[src/fpa_pkg.sv]
package fpa_pkg;

  localparam int unsigned DataW  = 32;
  localparam int unsigned CmdW   = 4;
  localparam int unsigned ProdW  = 64;

  typedef enum logic [CmdW-1:0] {
    CMD_ADD      = 4'd0,
    CMD_SUB      = 4'd1,
    CMD_MUL      = 4'd2,
    CMD_DIV      = 4'd3,
    CMD_GT       = 4'd4,
    CMD_LT       = 4'd5,
    CMD_GE       = 4'd6,
    CMD_LE       = 4'd7,
    CMD_EQ       = 4'd8,
    CMD_NE       = 4'd9,
    CMD_MIN      = 4'd10,
    CMD_MAX      = 4'd11,
    CMD_INC      = 4'd12,
    CMD_DEC      = 4'd13,
    CMD_FROM_INT = 4'd14,
    CMD_TO_INT   = 4'd15
  } cmd_t;

  localparam logic [DataW-1:0] MaxPos = 32'h7FFF_FFFF;
  localparam logic [DataW-1:0] MinNeg = 32'h8000_0000;

  // one beat travelling down the cell chain
  typedef struct packed {
    logic             vld;
    logic             is_div;
    logic             neg;
    logic             dbz;
    logic             done;
    logic [DataW-1:0] res;
    logic             cmp;
    logic             sat;
  } ctl_t;

endpackage

[src/fpa_mul.sv]
module fpa_mul
  import fpa_pkg::*;
#(
  parameter int unsigned FRAC_BITS = 8
) (
  input  logic             clk,
  input  logic [DataW-1:0] mag_a,
  input  logic [DataW-1:0] mag_b,
  input  logic             neg,
  output logic [DataW-1:0] res,
  output logic             sat
);

  localparam int unsigned HalfW = DataW / 2;

  logic [DataW-1:0]   pll_r, plh_r, phl_r, phh_r;
  logic               neg_r;
  logic [ProdW-1:0]   prod;
  logic [ProdW-1:0]   shf;

  always_ff @(posedge clk) begin
    pll_r <= mag_a[HalfW-1:0] * mag_b[HalfW-1:0];
    plh_r <= mag_a[HalfW-1:0] * mag_b[DataW-1:HalfW];
    phl_r <= mag_a[DataW-1:HalfW] * mag_b[HalfW-1:0];
    phh_r <= mag_a[DataW-1:HalfW] * mag_b[DataW-1:HalfW];
    neg_r <= neg;
  end

  always_comb begin
    prod = {phh_r, pll_r} + ({32'd0, plh_r} << HalfW) + ({32'd0, phl_r} << HalfW);
    shf  = prod >> FRAC_BITS;
    sat  = 1'b0;
    if (neg_r) begin
      if (shf > {32'd0, MinNeg}) begin
        res = MinNeg;
        sat = 1'b1;
      end else begin
        res = DataW'(~shf[DataW-1:0] + 32'd1);
      end
    end else if (shf > {32'd0, MaxPos}) begin
      res = MaxPos;
      sat = 1'b1;
    end else begin
      res = shf[DataW-1:0];
    end
  end

endmodule

[config.mk]
export PLATFORM = sky130hd
export DESIGN_NAME = fpa_mul
export DESIGN_NICKNAME = d
export VERILOG_FILES = /design/src/fpa_pkg.sv /design/src/fpa_mul.sv
export SDC_FILE = /design/constraint.sdc
export NUM_CORES = 2
export LEC_CHECK = 0
export ABC_AREA = 1
export BUFFER_PORTS_ARGS = -buffer_cell sky130_fd_sc_hd__buf_4
export CORE_MARGIN = 2
export CORE_UTILIZATION = 45
export DETAILED_ROUTE_END_ITERATION = 8
export MAX_ROUTING_LAYER = met4
export PLACE_DENSITY_LB_ADDON = 0.08
export SETUP_SLACK_MARGIN = 0.2
export SYNTH_ARGS = -nofsm -noshare
export SYNTH_HDL_FRONTEND = slang
export SYNTH_SLANG_ARGS = --single-unit
[constraint.sdc]
create_clock -name clk -period 11.3 [get_ports clk]
set_clock_uncertainty 0.15 [all_clocks]
set_input_delay 0 -clock clk [delete_from_list [all_inputs] [get_ports clk]]
set_output_delay 0 -clock clk [all_outputs]
set_load 0.01 [all_outputs]
Yosys cells after proc, flatten, opt, wreduce, memory -nomap -nowiden
Cells that the tools add are included.
{"block": "totals", "regBits": 129, "latch_bits": 0, "ram_bits": 0, "rom_bits": 0, "inputBits": 66, "output_inout_bits": 33, "word_cells": 21, "n_memories": 0}
{"block": "classes", "n_addsub": 3, "n_mul": 4, "n_div": 0, "order_cmp": 2, "n_eq_ne": 0, "shifts": 0, "mux": 6, "n_bitwise": 1, "n_reduce_logical": 0}
{"op": "64-bit by 48-bit adder with 64-bit output", "n": 2}
{"op": "16-bit by 16-bit multiplier with 32-bit output", "n": 4}
{"op": "32-bit two-way mux", "n": 3}
{"op": "56-bit by 31-bit > comparator with 1-bit output, second input constant", "n": 1}
{"op": "56-bit by 32-bit > comparator with 1-bit output, second input constant", "n": 1}
{"op": "32-bit by 1-bit adder with 32-bit output, second input constant", "n": 1}
{"op": "32-bit inverter", "n": 1}
{"op": "1-bit two-way mux", "n": 3}

Logic depth before layout (Yosys ltp)
{"block": "depth", "ltp_word": 6, "ltp_mapped": 27, "mapped_depth_nobuf": 26}

Least setup slack after synthesis
OpenSTA, ideal clock, no wires.
{"block": "synth_path", "kind": "input-to-reg", "from": "input mag_a[16]", "to": "register phh_r[20]", "setup_ns": 0.121, "t_arrival_ns": 4.984, "required_time_ns": 11.029, "slack_ns": 6.045, "path_stages": 20, "n_path_buf": 1, "cell_sequence": "clkbuf_1 -> nand2_1 -> fa_1 -> fa_1 -> inv_1 -> fa_1 -> fa_1 -> fa_1 -> inv_1 -> fa_1 -> inv_1 -> ha_1 -> a21oi_1 -> o21ai_0 -> o21bai_1 -> a21oi_1 -> o21ai_0 -> nand3_1 -> nand2_1 -> xor2_1"}
{"block": "synth_via", "elab_chain_len": 1}
{"item": "start: declaration", "line_no": "fpa_mul.sv:7", "text": "input logic [DataW-1:0] mag_a,"}
{"item": "16-bit by 16-bit multiplier with 32-bit output", "line_no": "fpa_mul.sv:25", "text": "phh_r <= mag_a[DataW-1:HalfW] * mag_b[DataW-1:HalfW];"}
{"item": "end signal: assignment", "line_no": "fpa_mul.sv:25"}
{"item": "end: declaration", "line_no": "fpa_mul.sv:16", "text": "logic [DataW-1:0] pll_r, plh_r, phl_r, phh_r;"}
No other way between the ends.

Worst setup path in the final report
{"block": "layout_path", "from": "input mag_a[16]", "to": "register phh_r[25]"}
Same word-level chain as after synthesis.

==> run summary <==
Crit path max-delay family: adder cells
TritonCTS sink count: 121
Slew @ Worst Pin: 0.760 ns
CP Launch Type: input port
CTS tree: done
Cell Chain, Critical Path: dlygate4sd3_1, buf_4, nand2_1, fa_1, fa_1, inv_1, fa_1, fa_1, fa_1, inv_1, fa_1, inv_1, ha_1, nand3_1, nor3_1, nand3_1, nand3_1, xor2_1
Post-Syn Area per Cell: 7.32 um^2
Overflow after GRT: 0
Num CTS Buffers: 17
total routed wirelength: 126 mm
count of final setup violators: 0
Critical-path top delay cell: dlygate4sd3_1
Main synth FF type: dfxtp_1
via count: 35,200
arrival time worst endpoint: 6.06 ns
floorplan row count: 113
Port Buf Inserts: 98
mapped cell area: 43,000 um^2
pin count of the biggest net entering global routing: 52
ys async rst share: 0%
hold endpoint: phl_r[1]
Clk pin slew, worst setup/hold paths: 0.06 ns
DIE AREA: 98,100 um^2
max_cap viols: 0
syn nets: 7,198
Post-DRT Antenna Nets: 0
Pre-antenna DRT Iters: 5
Ports: 99
share of cells above drive strength 1: 3.58%
Tcrit/Tclk final: 52.3%
Final Hold Slack: 0.0769 ns
hold path start: mag_b[1]
final slew viol count: 0
GRT Util Overall: 27.7%
CP required: 11.45 ns
DRC: 0
Iter 0 DRT Violations: 2,309
number of register bits inferred by synthesis: 121
min Tclk post-route: 5.91 ns
Max Clk Rate: 0.169 GHz
Setup TNS: 0 ns
Stages on worst setup path: 18
Multi-input gate area: 33,500 um^2
Vias/cell: 4.98
Post-synth EDFFs: 0
Synth warnings: 0
antenna violations before repair: 2
crit end category: register
Final nets: 7,115
Seq/Total Area, Yosys: 5.63%
CTS root buffer: clkbuf_16
Core Region: 94,900 um^2
Fin. Hold Viols: 0
starting density of the core: 45.4%
Crit Path Max Fanout: 32
Buf/Inv on CP: 5
vias in the first global route: 37,400
die height: 313 um
Max-slew headroom: 48.9%
RSZ-0062 raised after global routing: false
hold crit path type: in -> reg
Syn Inst Count: 5,878
first-pass GRT wire length: 205 mm
status: complete, no violations
Reg area: 2420 um^2
P&R area growth vs syn: 5.06%
critical path class: in -> reg
hold depth: 4
slowest stage delay, CP: 0.56 ns
DIE WIDTH: 313 um
H-tree depth: 4
Routed WL per cell: 17.9 um
post-synth cell types: 46
HPWL after DPL: 99.2 mm
most used cell, CP: fa_1
buffer levels on the longest clock path: 2
routability congestion estimate: 0.918
# fillers: 9,782
[how the worst max path moves through the flow]
stage               startpoint         to  slack, ns
floorplan            mag_a[16]  phh_r[20]       6.05
global placement     mag_a[23]  phl_r[23]       5.44
detailed placement   mag_a[23]  phl_r[23]       5.41
CTS                  mag_a[16]  phh_r[28]       5.46
global route         mag_a[16]  phh_r[20]       5.00
finish               mag_a[16]  phh_r[25]       5.39
[metrics by stage]
step / cell area, um^2 / worst slack (ns) / instances / utilization, %
after floorplan: 43000 / 6.05 / 5878 / -
after global placement: 44500 / 5.44 / 7033 / 46.9
after detailed placement: 44500 / 5.41 / 7033 / 46.9
after CTS: 45200 / 5.46 / 7073 / 47.7
after global routing: 45200 / 5.00 / 7074 / 47.7
final: 45200 / 5.39 / 7075 / 47.7
[logic make-up after synthesis]
logic type	share of synthesized area (%)
adder cells (fa/ha/maj)	50.6
XOR/XNOR	2.65
flip-flops	5.63
AO/OA/AOI/OAI	3.85
buffers and inverters	16.5
AND/OR/NAND/NOR	20.8
[cells in the mapped netlist (2+ instances only)]
master / n / area share, %
a211oi_1: 2 / 0.035
a21boi_0: 6 / 0.10
a21o_1: 12 / 0.21
a21oi_1: 155 / 1.8
a21oi_2: 2 / 0.041
a31o_2: 2 / 0.041
a31oi_1: 19 / 0.28
and3_1: 2 / 0.029
buf_1: 2 / 0.017
buf_2: 6 / 0.070
buf_6: 5 / 0.13
clkbuf_1: 195 / 1.7
clkinv_1: 2 / 0.017
dfxtp_1: 121 / 5.6
fa_1: 808 / 38
ha_1: 446 / 13
inv_1: 1657 / 14
inv_2: 11 / 0.096
nand2_1: 1659 / 14
nand2_2: 25 / 0.36
nand3_1: 174 / 2.0
nand3_2: 8 / 0.19
nand3b_1: 7 / 0.12
nand4_1: 60 / 0.87
nor2_1: 199 / 1.7
nor2_2: 17 / 0.25
nor2_4: 4 / 0.10
nor3_1: 35 / 0.41
nor3_2: 7 / 0.16
nor4_1: 4 / 0.058
o2111ai_1: 6 / 0.12
o211ai_1: 4 / 0.070
o21a_1: 9 / 0.16
o21ai_0: 52 / 0.60
o21ai_1: 4 / 0.047
o21bai_1: 9 / 0.16
o221ai_1: 3 / 0.061
o31ai_1: 3 / 0.052
xnor2_1: 53 / 1.1
xor2_1: 77 / 1.6
[final cells by class]
class	count	share of cell area, %
Multi-Input combinational cell	3878	74.1
Inverter	1670	13.9
Sequential cell	121	5.36
Tap cell	1265	3.50
Timing Repair Buffer	107	1.82
Clock buffer	17	0.941
Clock inverter	15	0.387
Antenna cell	2	0.0111
[per-layer routing]
metal / share of wire (%) / global-route usage [%]
met1: 45 / 36.4
met2: 45 / 44.2
met3: 7.0 / 4.73
met4: 2.9 / 7.89
met5: 0 / -
[repair_timing]
action                                  CTS  global route
setup buffers                             0             0
gates resized for setup                   0             0
endpoints found under the setup margin    0             0
hold buffers                              8             0
endpoints found under the hold margin     4             0
[cell usage in the layout, fill, tap and decap left out, types with 52 or more instances in the layout]
| master | count |
|---|---|
| buf_4 | 99 |
| o21ai_0 | 52 |
| nand2_1 | 1659 |
| nand4_1 | 60 |
| inv_1 | 1657 |
| ha_1 | 446 |
| dfxtp_1 | 121 |
| xor2_1 | 77 |
| fa_1 | 808 |
| nor2_1 | 199 |
| xnor2_1 | 53 |
| a21oi_1 | 155 |
| nand3_1 | 174 |
[state kept, by name, indices dropped and copies added (netlist names)]
signal  cells
phl_r      32
plh_r      32
phh_r      32
pll_r      24
neg_r       1
Power is left out: the tool's default activity adds up to more than one toggle a clock period on the data nets, which glitch-free logic cannot reach.
