<file path="config.mk">
export PLATFORM = sky130hd
export DESIGN_NAME = fpa_cell
export DESIGN_NICKNAME = d
export VERILOG_FILES = /design/src/fpa_pkg.sv /design/src/fpa_cell.sv
export SDC_FILE = /design/constraint.sdc
export NUM_CORES = 1
export LEC_CHECK = 0
export BUFFER_PORTS_ARGS = -buffer_cell sky130_fd_sc_hd__buf_2
export CAP_MARGIN = 15
export CORE_AREA = 2 2 222 115
export CTS_CLUSTER_SIZE = 14
export DETAILED_ROUTE_END_ITERATION = 8
export DIE_AREA = 0 0 224 117
export PLACE_DENSITY = 0.57
export SLEW_MARGIN = 40
export SYNTH_ARGS = -nofsm -noshare
export SYNTH_HDL_FRONTEND = slang
export SYNTH_SLANG_ARGS = --single-unit
</file>
<file path="constraint.sdc">
create_clock -name clk -period 2.92 [get_ports clk]
set_input_delay 0.584 -clock clk [delete_from_list [all_inputs] [get_ports clk]]
set_output_delay 0.584 -clock clk [all_outputs]
set_load 0.005 [all_outputs]
</file>
<file path="src/fpa_pkg.sv">
package fpa_pkg;

  localparam int unsigned DataW  = 32;
  localparam int unsigned CmdW   = 4;
  localparam int unsigned ProdW  = 64;

  typedef enum logic [CmdW-1:0] {
    CMD_ADD      = 4'd0,
    CMD_SUB      = 4'd1,
    CMD_MUL      = 4'd2,
    CMD_DIV      = 4'd3,
    CMD_GT       = 4'd4,
    CMD_LT       = 4'd5,
    CMD_GE       = 4'd6,
    CMD_LE       = 4'd7,
    CMD_EQ       = 4'd8,
    CMD_NE       = 4'd9,
    CMD_MIN      = 4'd10,
    CMD_MAX      = 4'd11,
    CMD_INC      = 4'd12,
    CMD_DEC      = 4'd13,
    CMD_FROM_INT = 4'd14,
    CMD_TO_INT   = 4'd15
  } cmd_t;

  localparam logic [DataW-1:0] MaxPos = 32'h7FFF_FFFF;
  localparam logic [DataW-1:0] MinNeg = 32'h8000_0000;

  // one beat travelling down the cell chain
  typedef struct packed {
    logic             vld;
    logic             is_div;
    logic             neg;
    logic             dbz;
    logic             done;
    logic [DataW-1:0] res;
    logic             cmp;
    logic             sat;
  } ctl_t;

endpackage

</file>
<file path="src/fpa_cell.sv">
module fpa_cell
  import fpa_pkg::*;
#(
  parameter int unsigned QW = 64,
  parameter int unsigned RW = 33,
  parameter int unsigned BIT = 0
) (
  input  logic             clk,
  input  logic             rst_n,
  input  ctl_t             ctl_in,
  input  logic [QW-1:0]    num_in,
  input  logic [RW-1:0]    rem_in,
  input  logic [DataW-1:0] den_in,
  output ctl_t             ctl_r,
  output logic [QW-1:0]    num_r,
  output logic [RW-1:0]    rem_r,
  output logic [DataW-1:0] den_r
);

  logic [RW-1:0] trial;
  logic [RW:0]   diff;
  logic [QW-1:0] num_nxt;
  logic [RW-1:0] rem_nxt;

  always_comb begin
    trial   = {rem_in[RW-2:0], num_in[BIT]};
    diff    = {1'b0, trial} - {{(RW+1-DataW){1'b0}}, den_in};
    num_nxt = num_in;
    rem_nxt = rem_in;
    if (ctl_in.is_div) begin
      rem_nxt = trial;
      if (!diff[RW]) begin
        rem_nxt      = diff[RW-1:0];
        num_nxt[BIT] = 1'b1;
      end else begin
        num_nxt[BIT] = 1'b0;
      end
    end
  end

  always_ff @(posedge clk) begin
    if (!rst_n) begin
      ctl_r.vld <= 1'b0;
    end else begin
      ctl_r.vld <= ctl_in.vld;
    end
    ctl_r.is_div <= ctl_in.is_div;
    ctl_r.neg    <= ctl_in.neg;
    ctl_r.dbz    <= ctl_in.dbz;
    ctl_r.done   <= ctl_in.done;
    ctl_r.res    <= ctl_in.res;
    ctl_r.cmp    <= ctl_in.cmp;
    ctl_r.sat    <= ctl_in.sat;
    num_r        <= num_nxt;
    rem_r        <= rem_nxt;
    den_r        <= den_in;
  end

endmodule

</file>
## Word-level counts from Yosys, hierarchy flattened

Index checks and enable logic that the tools add are counted.

- Logic and storage cells: 16
- Flip-flop bits (word level): 168
- Output and inout port bits: 168

- Add/subtract/negate cells: 1
- Muxes and demuxes: 4

Operator list:

| kind | number |
|---|---|
| 33-bit two-way mux | 2 |
| 33-bit by 32-bit subtractor with 34-bit output | 1 |
| 1-bit two-way mux | 2 |

## Logic depth before layout (Yosys ltp)

Gate-level depths: netlist of run 1.

- Word-level depth: 3
- Gate-level depth with buffers: 13
- Depth with buffers taken out: 12

## Worst setup path before layout of run 1

Ideal clock, no wire load.

- Path kind: input-to-reg
- Start: input port num_in[0]
- End: register rem_r[30]
- Setup slack: 137 ps
- Stages on the path: 12
- Library setup time: 134 ps
- Data arrival time: 2649 ps
- Cell sequence: inv_1 -> ha_1 -> fa_1 -> nand2b_1 -> a21o_1 -> a21oi_1 -> a311oi_2 -> a211oi_2 -> a211oi_2 -> a21oi_1 -> xnor2_1 -> o221ai_1

- Word-level cells in the longest chain between the ends: 3

RTL lines:

| element | line | text |
|---|---|---|
| start: declaration | fpa_cell.sv:11 | `input logic [QW-1:0] num_in,` |
| 33-bit by 32-bit subtractor with 34-bit output | fpa_cell.sv:27 | `diff = {1'b0, trial} - {{(RW+1-DataW){1'b0}}, den_in};` |
| 33-bit two-way mux | fpa_cell.sv:32 | `if (!diff[RW]) begin` |
| 33-bit two-way mux | fpa_cell.sv:30 | `if (ctl_in.is_div) begin` |
| net rem_nxt[30] | fpa_cell.sv:23 | `logic [RW-1:0] rem_nxt;` |
| end signal: assignment | fpa_cell.sv:55 | `rem_r <= rem_nxt;` |
| end: declaration | fpa_cell.sv:16 | `output logic [RW-1:0] rem_r,` |

The timed path passes the listed nets, and every way through them passes these cells.
A chain may end at the register's enable or synchronous reset.

## Worst setup path in the final report of run 1

- Start: input port den_in[4]
- End: register rem_r[20]

- Word-level cells in the longest chain between the ends: 3

RTL lines:

| element | line | text |
|---|---|---|
| start: declaration | fpa_cell.sv:13 | `input logic [DataW-1:0] den_in,` |
| 33-bit by 32-bit subtractor with 34-bit output | fpa_cell.sv:27 |  |
| 33-bit two-way mux | fpa_cell.sv:32 |  |
| 33-bit two-way mux | fpa_cell.sv:30 |  |
| net rem_nxt[20] | fpa_cell.sv:23 |  |

The timed path passes the listed nets, and every way through them passes these cells.

==> key figures, run 1 <==
Outcome
  • Status: finished, final reports clean

Global routing
  • Largest net degree at the start of global routing: 41
  • GRT overflow: 0
  • GR Util All Layers: 15.0%
  • First-pass GRT wire length: 29000 microns
  • Vias in the first global route: 5096
  • Initial antenna violation count: 3

Finish
  • Nets@finish: 1208
  • P&R area growth vs syn: 55.0%
  • Fillers: 2518
  • Fin area: 9260 sq um
  • Layout cell share with drive strength beyond 1: 46.4%
  • Layout Cells excl Fill: 1342

Logic synthesis
  • Yosys warns: 0
  • Main synth FF type: dfxtp_1
  • Syn Nets: 785
  • Seq/Total Area, Yosys: 56.3%
  • Most common library cells after synthesis: 168 x dfxtp_1, 60 x nand2_1, 43 x nor2_1
  • Yosys top cell area share: 56.3%
  • Area contributors post-synth: dfxtp_1 56%, ha_1 6.7%, nand2_1 3.8%
  • Post-Syn Area: 5970 sq um
  • Asr flop ratio synth: 0%
  • Synthesized instance count: 582
  • Post-synth top area cell: dfxtp_1
  • Post-synth EDFFs: 0
  • Avg Cell Area, Syn: 10.3 sq um
  • Synth Register Bits: 168
  • Top-count cell post-synth: dfxtp_1
  • Netlist cell types: 57

STA
  • Final hold violations: 0
  • Fin crit period: 2.76 ns
  • Period utilization: 94.4%
  • Slew headroom: 46.7%
  • RSZ-0062 raised after global routing: no
  • Setup violators final: 0
  • Max Fclk: 0.363 GHz
  • Slew @ Worst Pin: 0.800 ns
  • Slew Viols, Final: 0

Floorplanning
  • Row count: 41
  • Die W: 224 microns
  • Die area: 26200 sq um
  • Initial core utilization: 24.4%
  • Die Ht: 117 microns
  • IO Count: 338
  • Core Region: 24500 sq um

Hold path
  • Hold Startpoint: num_in[11]
  • Hold endpoint: num_r[11]
  • Hold path cells: 1
  • Hold crit path type: input port to flop

Placement
  • HPWL Detailed: 16800 microns
  • Cell total after placement: 1307
  • Cell Area, Placed: 8620 sq um
  • PortBufs: 337
  • RD Place Congestion: 0.875

Pwr
  • Switching Power: 1.66 mW
  • P_int: 4.23 mW
  • Sw Ratio: 28.2%
  • P per Cell Area: 636 nW/um^2
  • Clock Power Share: 39.0%
  • Logic pwr share: 18.7%
  • Sequential power share: 42.3%
  • VDD IR max: 315 uV
  • Lkg Pwr: 4.75 nW

Clocking
  • Total CTS buffers: 17
  • Hold_buf cts: 0
  • H-tree Lvls: 4
  • Clock Pin Slew Worst Setup and Hold Paths: 0.07 ns
  • Clk sink count: 168
  • Clk root buf: clkbuf_16
  • CTS tree: yes
  • CTS Buffer Depth: 2

Setup path
  • Largest stage delay, worst path: 0.35 ns
  • Critical path class: input port to flop
  • Crit path max fanout: 8
  • Critical Path RT: 3.27 ns
  • Cell Chain, Critical Path: buf_2, inv_1, ha_1, a21o_1, a211oi_1, a21oi_1, o21ai_1, a21boi_2, a211oi_4, o21a_4, buf_4, nand2_1, a31oi_1
  • Critical Path AT: 3.11 ns
  • CP startpoint kind: input port
  • Setup crit start: den_in[4]
  • CP Capture Type: flop
  • Critical Path Slowest Stage Cell: a211oi_4

Routing
  • Post-DRT Antenna Nets: 0
  • Routed WL: 20600 microns
  • DRC errors left: 0
  • Wirelength per Cell: 15.4 microns
  • Initial DRC count: 398
  • Vias: 5661
  • Vias/cell: 4.22
  • DR pass1 iterations: 5

Flow run
  • Max-cap viol count: 0
[critical path, delay by kind of cell]
family,cells,cell delay [ns]
buffers and inverters,3,0.32
AOI/OAI and AO/OA,8,1.80
and+or+nand+nor,1,0.06
adders and majority gates,1,0.33
[how the worst max path moves through the flow]
stage | to | slack, ns | depth (start not counted)
after floorplan | rem_r[30] | 0.14 | 12
after global placement | rem_r[30] | -0.29 | 14
after detailed placement | rem_r[30] | -0.34 | 14
after CTS | rem_r[30] | 0.12 | 14
after global routing | rem_r[30] | 0.01 | 14
final | rem_r[20] | 0.16 | 13
[kinds of logic after synthesis]
family,after synthesis,share of synthesized area [%]
flip-flops,168,56.3
AND/OR/NAND/NOR,160,12.5
AO/OA/AOI/OAI,132,15.6
buffers and inverters,61,4.38
adder cells (fa/ha/maj),33,7.04
XOR/XNOR,24,3.52
multiplexers,4,0.691
[final cells by class]
class	instances	area [sq um]	area share, %
clock buffer	17	425	4.59
clock inverter	15	180	1.95
multi-input combinational	353	2370	25.6
timing repair buffer	423	2360	25.5
inverter	42	158	1.70
tap	322	403	4.35
sequential	168	3360	36.3
antenna	2	5.00	0.0541
[registers in the layout, summed over array words and instances (netlist names)]
signal	flops
ctl_r	39
den_r	32
num_r	64
rem_r	33
[power by group through the flow]
stage	sequential (mW)	combinational, mW	clock [mW]
after floorplan	2.57	0.475	0
after global placement	2.55	1.08	0
after detailed placement	2.55	1.08	0
after CTS	2.50	1.09	2.39
after global routing	2.51	1.20	2.48
final	2.49	1.10	2.29
[routing by layer]
metal	global-route usage (%)	wire length (microns)
met4	4.53	180
met5	0	0
met2	20.1	8440
met1	22.1	10100
met3	5.59	1900
[through the flow]
stage / util [%] / power, mW / setup WS, ns / TNS, ns / hold WS (ns)
floorplan: - / 3.05 / 0.137 / 0 / 0.612
global placement: 35.2 / 3.63 / -0.286 / -6.10 / 0.686
detailed placement: 35.2 / 3.63 / -0.338 / -8.15 / 0.688
CTS: 37.7 / 5.98 / 0.117 / 0 / 0.196
global route: 37.8 / 6.19 / 0.0146 / 0 / 0.203
finish: 37.8 / 5.89 / 0.163 / 0 / 0.240
[layout by cell type (no fill, tap or decap), types with 3 or more instances in the layout]
master,Yosys,layout
o21a_1,4,4
ha_1,32,32
nand2b_1,12,11
clkbuf_16,0,17
o211ai_1,3,3
a211oi_2,3,3
nand3_1,10,10
xnor2_1,17,17
clkinv_8,0,3
dfxtp_1,168,168
a21oi_2,1,3
nand2_1,60,60
or3_1,3,3
nor2b_1,6,6
o21ai_0,14,14
a211oi_1,6,6
o21bai_1,3,3
mux2i_1,3,3
a21oi_1,22,20
and3_1,8,8
xor2_1,7,7
inv_6,0,5
a21o_1,23,23
nor2_1,43,43
inv_1,42,42
buf_2,2,337
inv_8,0,3
buf_4,0,84
a31oi_1,32,32
and2_1,4,4
nand4_1,3,3
[repair_timing]
action / 4_1_cts / 5_1_grt
setup endpoints to repair: 0 / 8
buffers inserted: 0 / 1
resized for setup: 0 / 4
Power figures use the tool's default switching activity.
==> inputs of run 2 (changes only) <==
- GPL_ROUTABILITY_DRIVEN: not set -> 0
- PLACE_DENSITY: 0.57 -> 0.55
- clock period: 2.92 -> 2.8 ns (I/O delays scaled with it)
==> key figures, run 2 (synthesis gave the netlist of run 1 again) <==
Routing
  • Wirelength per Cell: 15.8 microns (was 15.4 microns)
  • DRC errors left: 0 (unchanged)
  • Routed WL: 21400 microns (was 20600 microns)
  • Initial DRC count: 308 (was 398)
  • DR pass1 iterations: 5 (unchanged)
  • Vias: 5761 (was 5661)
  • Post-DRT Antenna Nets: 0 (unchanged)
  • Vias/cell: 4.25 (was 4.22)

Global routing
  • Initial antenna violation count: 3 (unchanged)
  • GRT overflow: 0 (unchanged)
  • GR Util All Layers: 15.8% (was 15.0%)
  • Vias in the first global route: 5458 (was 5096)
  • First-pass GRT wire length: 30500 microns (was 29000 microns)
  • Largest net degree at the start of global routing: 32 (was 41)

Clocking
  • Clock Pin Slew Worst Setup and Hold Paths: 0.07 ns (about the same)
  • CTS tree: yes (unchanged)
  • Hold_buf cts: 0 (unchanged)
  • Total CTS buffers: 17 (unchanged)
  • H-tree Lvls: 4 (unchanged)
  • Clk root buf: clkbuf_16 (unchanged)
  • CTS Buffer Depth: 2 (unchanged)
  • Clk sink count: 168 (unchanged)

Finish
  • Most frequent cells in the layout: 337 x buf_2, 168 x dfxtp_1, 100 x buf_4 (was 337 x buf_2, 168 x dfxtp_1, 84 x buf_4)
  • Regs by FF count: num_r x64, ctl_r x39, rem_r x33 (unchanged)
  • Fin area: 9370 sq um (was 9260 sq um)
  • Largest Register: num_r (unchanged)
  • Most common cell after layout, fill and taps aside: buf_2 (unchanged)
  • Layout Cells excl Fill: 1356 (was 1342)
  • Layout Utilization: 38.3% (was 37.8%)
  • Flip-flop and latch area: 3360 sq um (unchanged)
  • Multi-input logic area: 2380 sq um (was 2370 sq um)
  • P&R area growth vs syn: 56.9% (was 55.0%)
  • Layout cell share with drive strength beyond 1: 47.0% (was 46.4%)
  • Fillers: 2560 (was 2518)
  • Nets@finish: 1223 (was 1208)
  • Number of flip-flops in the largest register: 64 (unchanged)

Placement
  • PortBufs: 337 (unchanged)
  • Cell Area, Placed: 8690 sq um (was 8620 sq um)
  • Place WS: -0.455 ns (was -0.338 ns)
  • HPWL Detailed: 17400 microns (was 16800 microns)
  • Cell total after placement: 1319 (was 1307)

Setup path
  • CP startpoint kind: input port (unchanged)
  • Critical Path RT: 3.15 ns (was 3.27 ns)
  • Crit path max fanout: 10 (was 8)
  • Critical Path AT: 3.03 ns (was 3.11 ns)
  • Critical path class: input port to flop (unchanged)
  • CP Capture Type: flop (unchanged)

Pwr
  • P per Cell Area: 670 nW/um^2 (was 636 nW/um^2)
  • VDD IR max: 309 uV (was 315 uV)
  • Total power: 6.28 mW (was 5.89 mW)
  • Lkg Pwr: 4.82 nW (was 4.75 nW)

STA
  • Fin crit period: 2.68 ns
  • Final WS setup: 0.123 ns (was 0.163 ns)
  • Max Fclk: 0.374 GHz
  • Setup violators final: 0 (unchanged)
  • Slew headroom: 71.3% (was 46.7%)
  • Final hold violations: 0 (unchanged)
  • Hold slack: 0.214 ns (was 0.240 ns)
  • RSZ-0062 raised after global routing: no (unchanged)
  • Slew Viols, Final: 0 (unchanged)
  • Slew @ Worst Pin: 0.431 ns (was 0.800 ns)
  • Period utilization: 95.6%
  • Setup TNS Final: 0 ns (unchanged)

Hold path
  • Hold endpoint: ctl_r[35] (was num_r[11])
  • Hold Startpoint: ctl_in[35] (was num_in[11])
  • Hold path cells: 1 (unchanged)
  • Hold crit path type: input port to flop (unchanged)

Floorplanning
  • Initial core utilization: 24.4% (unchanged)
  • Core Region: 24500 sq um (unchanged)
  • Die W: 224 microns (unchanged)
  • Die Ht: 117 microns (unchanged)
  • IO Count: 338 (unchanged)
  • Die area: 26200 sq um (unchanged)
  • Row count: 41 (unchanged)

Outcome
  • Status: finished, final reports clean (unchanged)

Flow run
  • Max-cap viol count: 0 (unchanged)
==> run 2: cell types whose count changed in the layout (fill, tap and decap cells not counted), sizes merged <==
cell,delta
clkinv,-3
buf,+15
bufinv,+2
inv,-4
clkinvlp,+1
clkbuf,+3
==> run 2: worst max-delay path, cell delays in order <==
cell	delay (ns)
buf_2	0.08
inv_1	0.04
ha_1	0.36
and3_1	0.26
o2111ai_1	0.13
a21oi_1	0.22
o21ai_2	0.10
a21boi_2	0.22
a211oi_4	0.12
o21ai_4	0.39
buf_4	0.26
nand2_1	0.08
a31oi_1	0.19
==> run 2: metal layers <==
metal / wire length [microns] / track usage (%)
met3: 1580 / 5.29
met1: 10800 / 22.8
met5: 0 / 0
met4: 221 / 5.47
met2: 8750 / 21.6
==> run 2: worst max-delay path by stage <==
stage	from	endpoint	slack, ns	cells after the start
after detailed placement	rem_in[3]	rem_r[1]	-0.46	12
after global placement	rem_in[3]	rem_r[4]	-0.35	12
after global routing	num_in[0]	rem_r[12]	0.005	13
final	den_in[11]	rem_r[10]	0.12	13
after floorplan	num_in[0]	rem_r[30]	0.04	12
after CTS	rem_in[3]	rem_r[1]	0.02	12
==> run 2: report_power, final <==
| group | switching, mW | internal (mW) |
|---|---|---|
| Combinational | 0.590 | 0.580 |
| Clock | 1.04 | 1.47 |
| Sequential | 0.0410 | 2.56 |
==> run 2: repair_timing <==
item,4_1_cts,5_1_grt
endpoints found under the setup margin,0,32
gates resized for setup,0,6
buffers inserted,0,4
==> run 2: final cells by class <==
class	instances	share of cell area, %
flip-flops and latches	168	35.9
repair buffers	438	26.1
multi-input cells	353	25.4
clock buffers	20	4.87
well taps	322	4.30
clock inverters	11	1.72
inverters	42	1.68
diodes	2	0.0534
==> inputs of run 3 (changes only) <==
- CORE_AREA: 2 2 222 115 -> 2 2 168 88
- DIE_AREA: 0 0 224 117 -> 0 0 170 90
- HOLD_SLACK_MARGIN: not set -> 0.05
- PLACE_DENSITY: 0.55 -> 0.84
==> key figures, run 3 (synthesis gave the netlist of run 1 again) <==
Finish
  • P&R area growth vs syn: 52.0% (was 56.9%)
  • Number of flip-flops in the largest register: 64 (unchanged)
  • Layout Utilization: 65.0% (was 38.3%)
  • Nets@finish: 1207 (was 1223)
  • Layout Cells excl Fill: 1200 (was 1356)
  • Layout cell share with drive strength beyond 1: 46.5% (was 47.0%)
  • Largest Register: num_r (unchanged)
  • Regs by FF count: num_r x64, ctl_r x39, rem_r x33 (unchanged)
  • Most frequent cells in the layout: 337 x buf_2, 168 x dfxtp_1, 83 x buf_4 (was 337 x buf_2, 168 x dfxtp_1, 100 x buf_4)
  • Fin area: 9080 sq um (was 9370 sq um)
  • Most common cell after layout, fill and taps aside: buf_2 (unchanged)

Floorplanning
  • Die Ht: 90 microns (was 117 microns)
  • Initial core utilization: 42.8% (was 24.4%)
  • Core Region: 14000 sq um (was 24500 sq um)
  • Die area: 15300 sq um (was 26200 sq um)
  • Row count: 31 (was 41)
  • Die W: 170 microns (was 224 microns)
  • IO Count: 338 (unchanged)

Clocking
  • Clock Pin Slew Worst Setup and Hold Paths: 0.07 ns (about the same)
  • CTS tree: yes (unchanged)
  • Total CTS buffers: 17 (unchanged)
  • H-tree Lvls: 4 (unchanged)
  • Clk root buf: clkbuf_16 (unchanged)
  • CTS Buffer Depth: 2 (unchanged)
  • Clk sink count: 168 (unchanged)
  • Hold_buf cts: 0 (unchanged)

STA
  • Max Fclk: 0.368 GHz (was 0.374 GHz)
  • RSZ-0062 raised after global routing: no (unchanged)
  • Slew headroom: 59.5% (was 71.3%)
  • Final hold violations: 0 (unchanged)
  • Slew @ Worst Pin: 0.607 ns (was 0.431 ns)
  • Fin crit period: 2.72 ns (was 2.68 ns)
  • Setup violators final: 0 (unchanged)
  • Slew Viols, Final: 0 (unchanged)
  • Setup TNS Final: 0 ns (unchanged)
  • Hold slack: 0.235 ns (was 0.214 ns)
  • Period utilization: 97.0% (was 95.6%)
  • Final WS setup: 0.0834 ns (was 0.123 ns)

Setup path
  • CP Capture Type: flop (unchanged)
  • Largest stage delay, worst path: 0.38 ns (was 0.39 ns)
  • Critical Path Slowest Stage Cell: fa_2 (was o21ai_4)
  • CP startpoint kind: input port (unchanged)
  • CP most frequent cell: a31oi_1
  • Critical Path AT: 3.05 ns (was 3.03 ns)
  • Cell Chain, Critical Path: buf_2, inv_1, ha_2, fa_2, nand2b_4, a21o_1, a21oi_2, a311oi_2, a211oi_2, buf_4, a31oi_1, xnor2_1, nand2_1, a31oi_1 (was buf_2, inv_1, ha_1, and3_1, o2111ai_1, a21oi_1, o21ai_2, a21boi_2, a211oi_4, o21ai_4, buf_4, nand2_1, a31oi_1)
  • Crit path max fanout: 3 (was 10)
  • Critical path class: input port to flop (unchanged)
  • Critical Path RT: 3.13 ns (was 3.15 ns)

Global routing
  • First-pass GRT wire length: 28700 microns (was 30500 microns)
  • Initial antenna violation count: 2 (was 3)
  • GR Util All Layers: 24.4% (was 15.8%)
  • Vias in the first global route: 5525 (was 5458)
  • GRT overflow: 0 (unchanged)
  • Largest net degree at the start of global routing: 38 (was 32)

Placement
  • Place WS: -0.285 ns (was -0.455 ns)
  • Cell total after placement: 1164 (was 1319)
  • PortBufs: 337 (unchanged)
  • Cell Area, Placed: 8430 sq um (was 8690 sq um)
  • HPWL Detailed: 15400 microns (was 17400 microns)

Routing
  • Vias: 5740 (was 5761)
  • Routed WL: 19200 microns (was 21400 microns)
  • Post-DRT Antenna Nets: 0 (unchanged)
  • DRC errors left: 0 (unchanged)
  • Wirelength per Cell: 16.0 microns (was 15.8 microns)
  • DR pass1 iterations: 5 (unchanged)
  • Vias/cell: 4.78 (was 4.25)
  • Initial DRC count: 413 (was 308)

Hold path
  • Hold path cells: 1 (unchanged)
  • Hold crit path type: input port to flop (unchanged)

Pwr
  • Sw Ratio: 26.7% (was 26.6%)
  • Sequential power share: 42.7% (was 41.4%)
  • Lkg Pwr: 4.75 nW (was 4.82 nW)
  • VDD IR max: 424 uV (was 309 uV)
  • P_int: 4.47 mW (was 4.61 mW)
  • Clock Power Share: 38.8% (was 39.9%)
  • Switching Power: 1.63 mW (was 1.67 mW)
  • Total power: 6.10 mW (was 6.28 mW)
  • Logic pwr share: 18.5% (was 18.6%)
  • P per Cell Area: 671 nW/um^2 (was 670 nW/um^2)

Flow run
  • Max-cap viol count: 0 (unchanged)

Outcome
  • Status: finished, final reports clean (unchanged)
-- run 3: cell count changes in the layout (fill, tap and decap cells not counted), sizes merged --
cell,change
buf,-16
clkinv,+6
clkbuf,-2
clkinvlp,-2
bufinv,-1
-- run 3: final timing paths --
check,startpoint,endpoint,slack (ns)
min,num_in[12],num_r[12],0.23
max,num_in[0],rem_r[22],0.08
-- run 3: layout make-up --
| cell class | count | area [sq um] |
|---|---|---|
| well taps | 181 | 226 |
| repair buffers | 422 | 2350 |
| inverters | 42 | 158 |
| clock inverters | 14 | 166 |
| diodes | 2 | 5.00 |
| clock buffers | 18 | 429 |
| flip-flops and latches | 168 | 3360 |
| multi-input cells | 353 | 2380 |
| fillers | 1172 | 4880 |
-- run 3: worst max-delay path: cells and delay by family --
kind                     cells  cell delay, ns
AND/OR/NAND/NOR              2            0.23
XOR/XNOR                     1            0.20
adder cells (fa/ha/maj)      2            0.58
AO/OA/AOI/OAI                6            1.17
buffers and inverters        3            0.31
-- run 3: repair_timing --
action	4_1_cts	5_1_grt
buffers inserted	0	2
gates resized for setup	0	7
endpoints found under the setup margin	0	11
-- run 3: per-layer routing --
layer	track usage, %	up-vias	share of wire (%)
met3	7.97	16	8.9
met4	6.62	0	0.90
met1	32.5	2625	45
met5	0	-	0
met2	38.1	248	45
li1	-	2851	-
-- run 3: power groups by stage --
stage	Sequential (mW)	Clock (mW)	Combinational, mW
floorplan	2.68	0	0.495
global placement	2.65	0	1.07
detailed placement	2.66	0	1.10
CTS	2.60	2.41	1.11
global route	2.62	2.52	1.23
finish	2.60	2.36	1.13
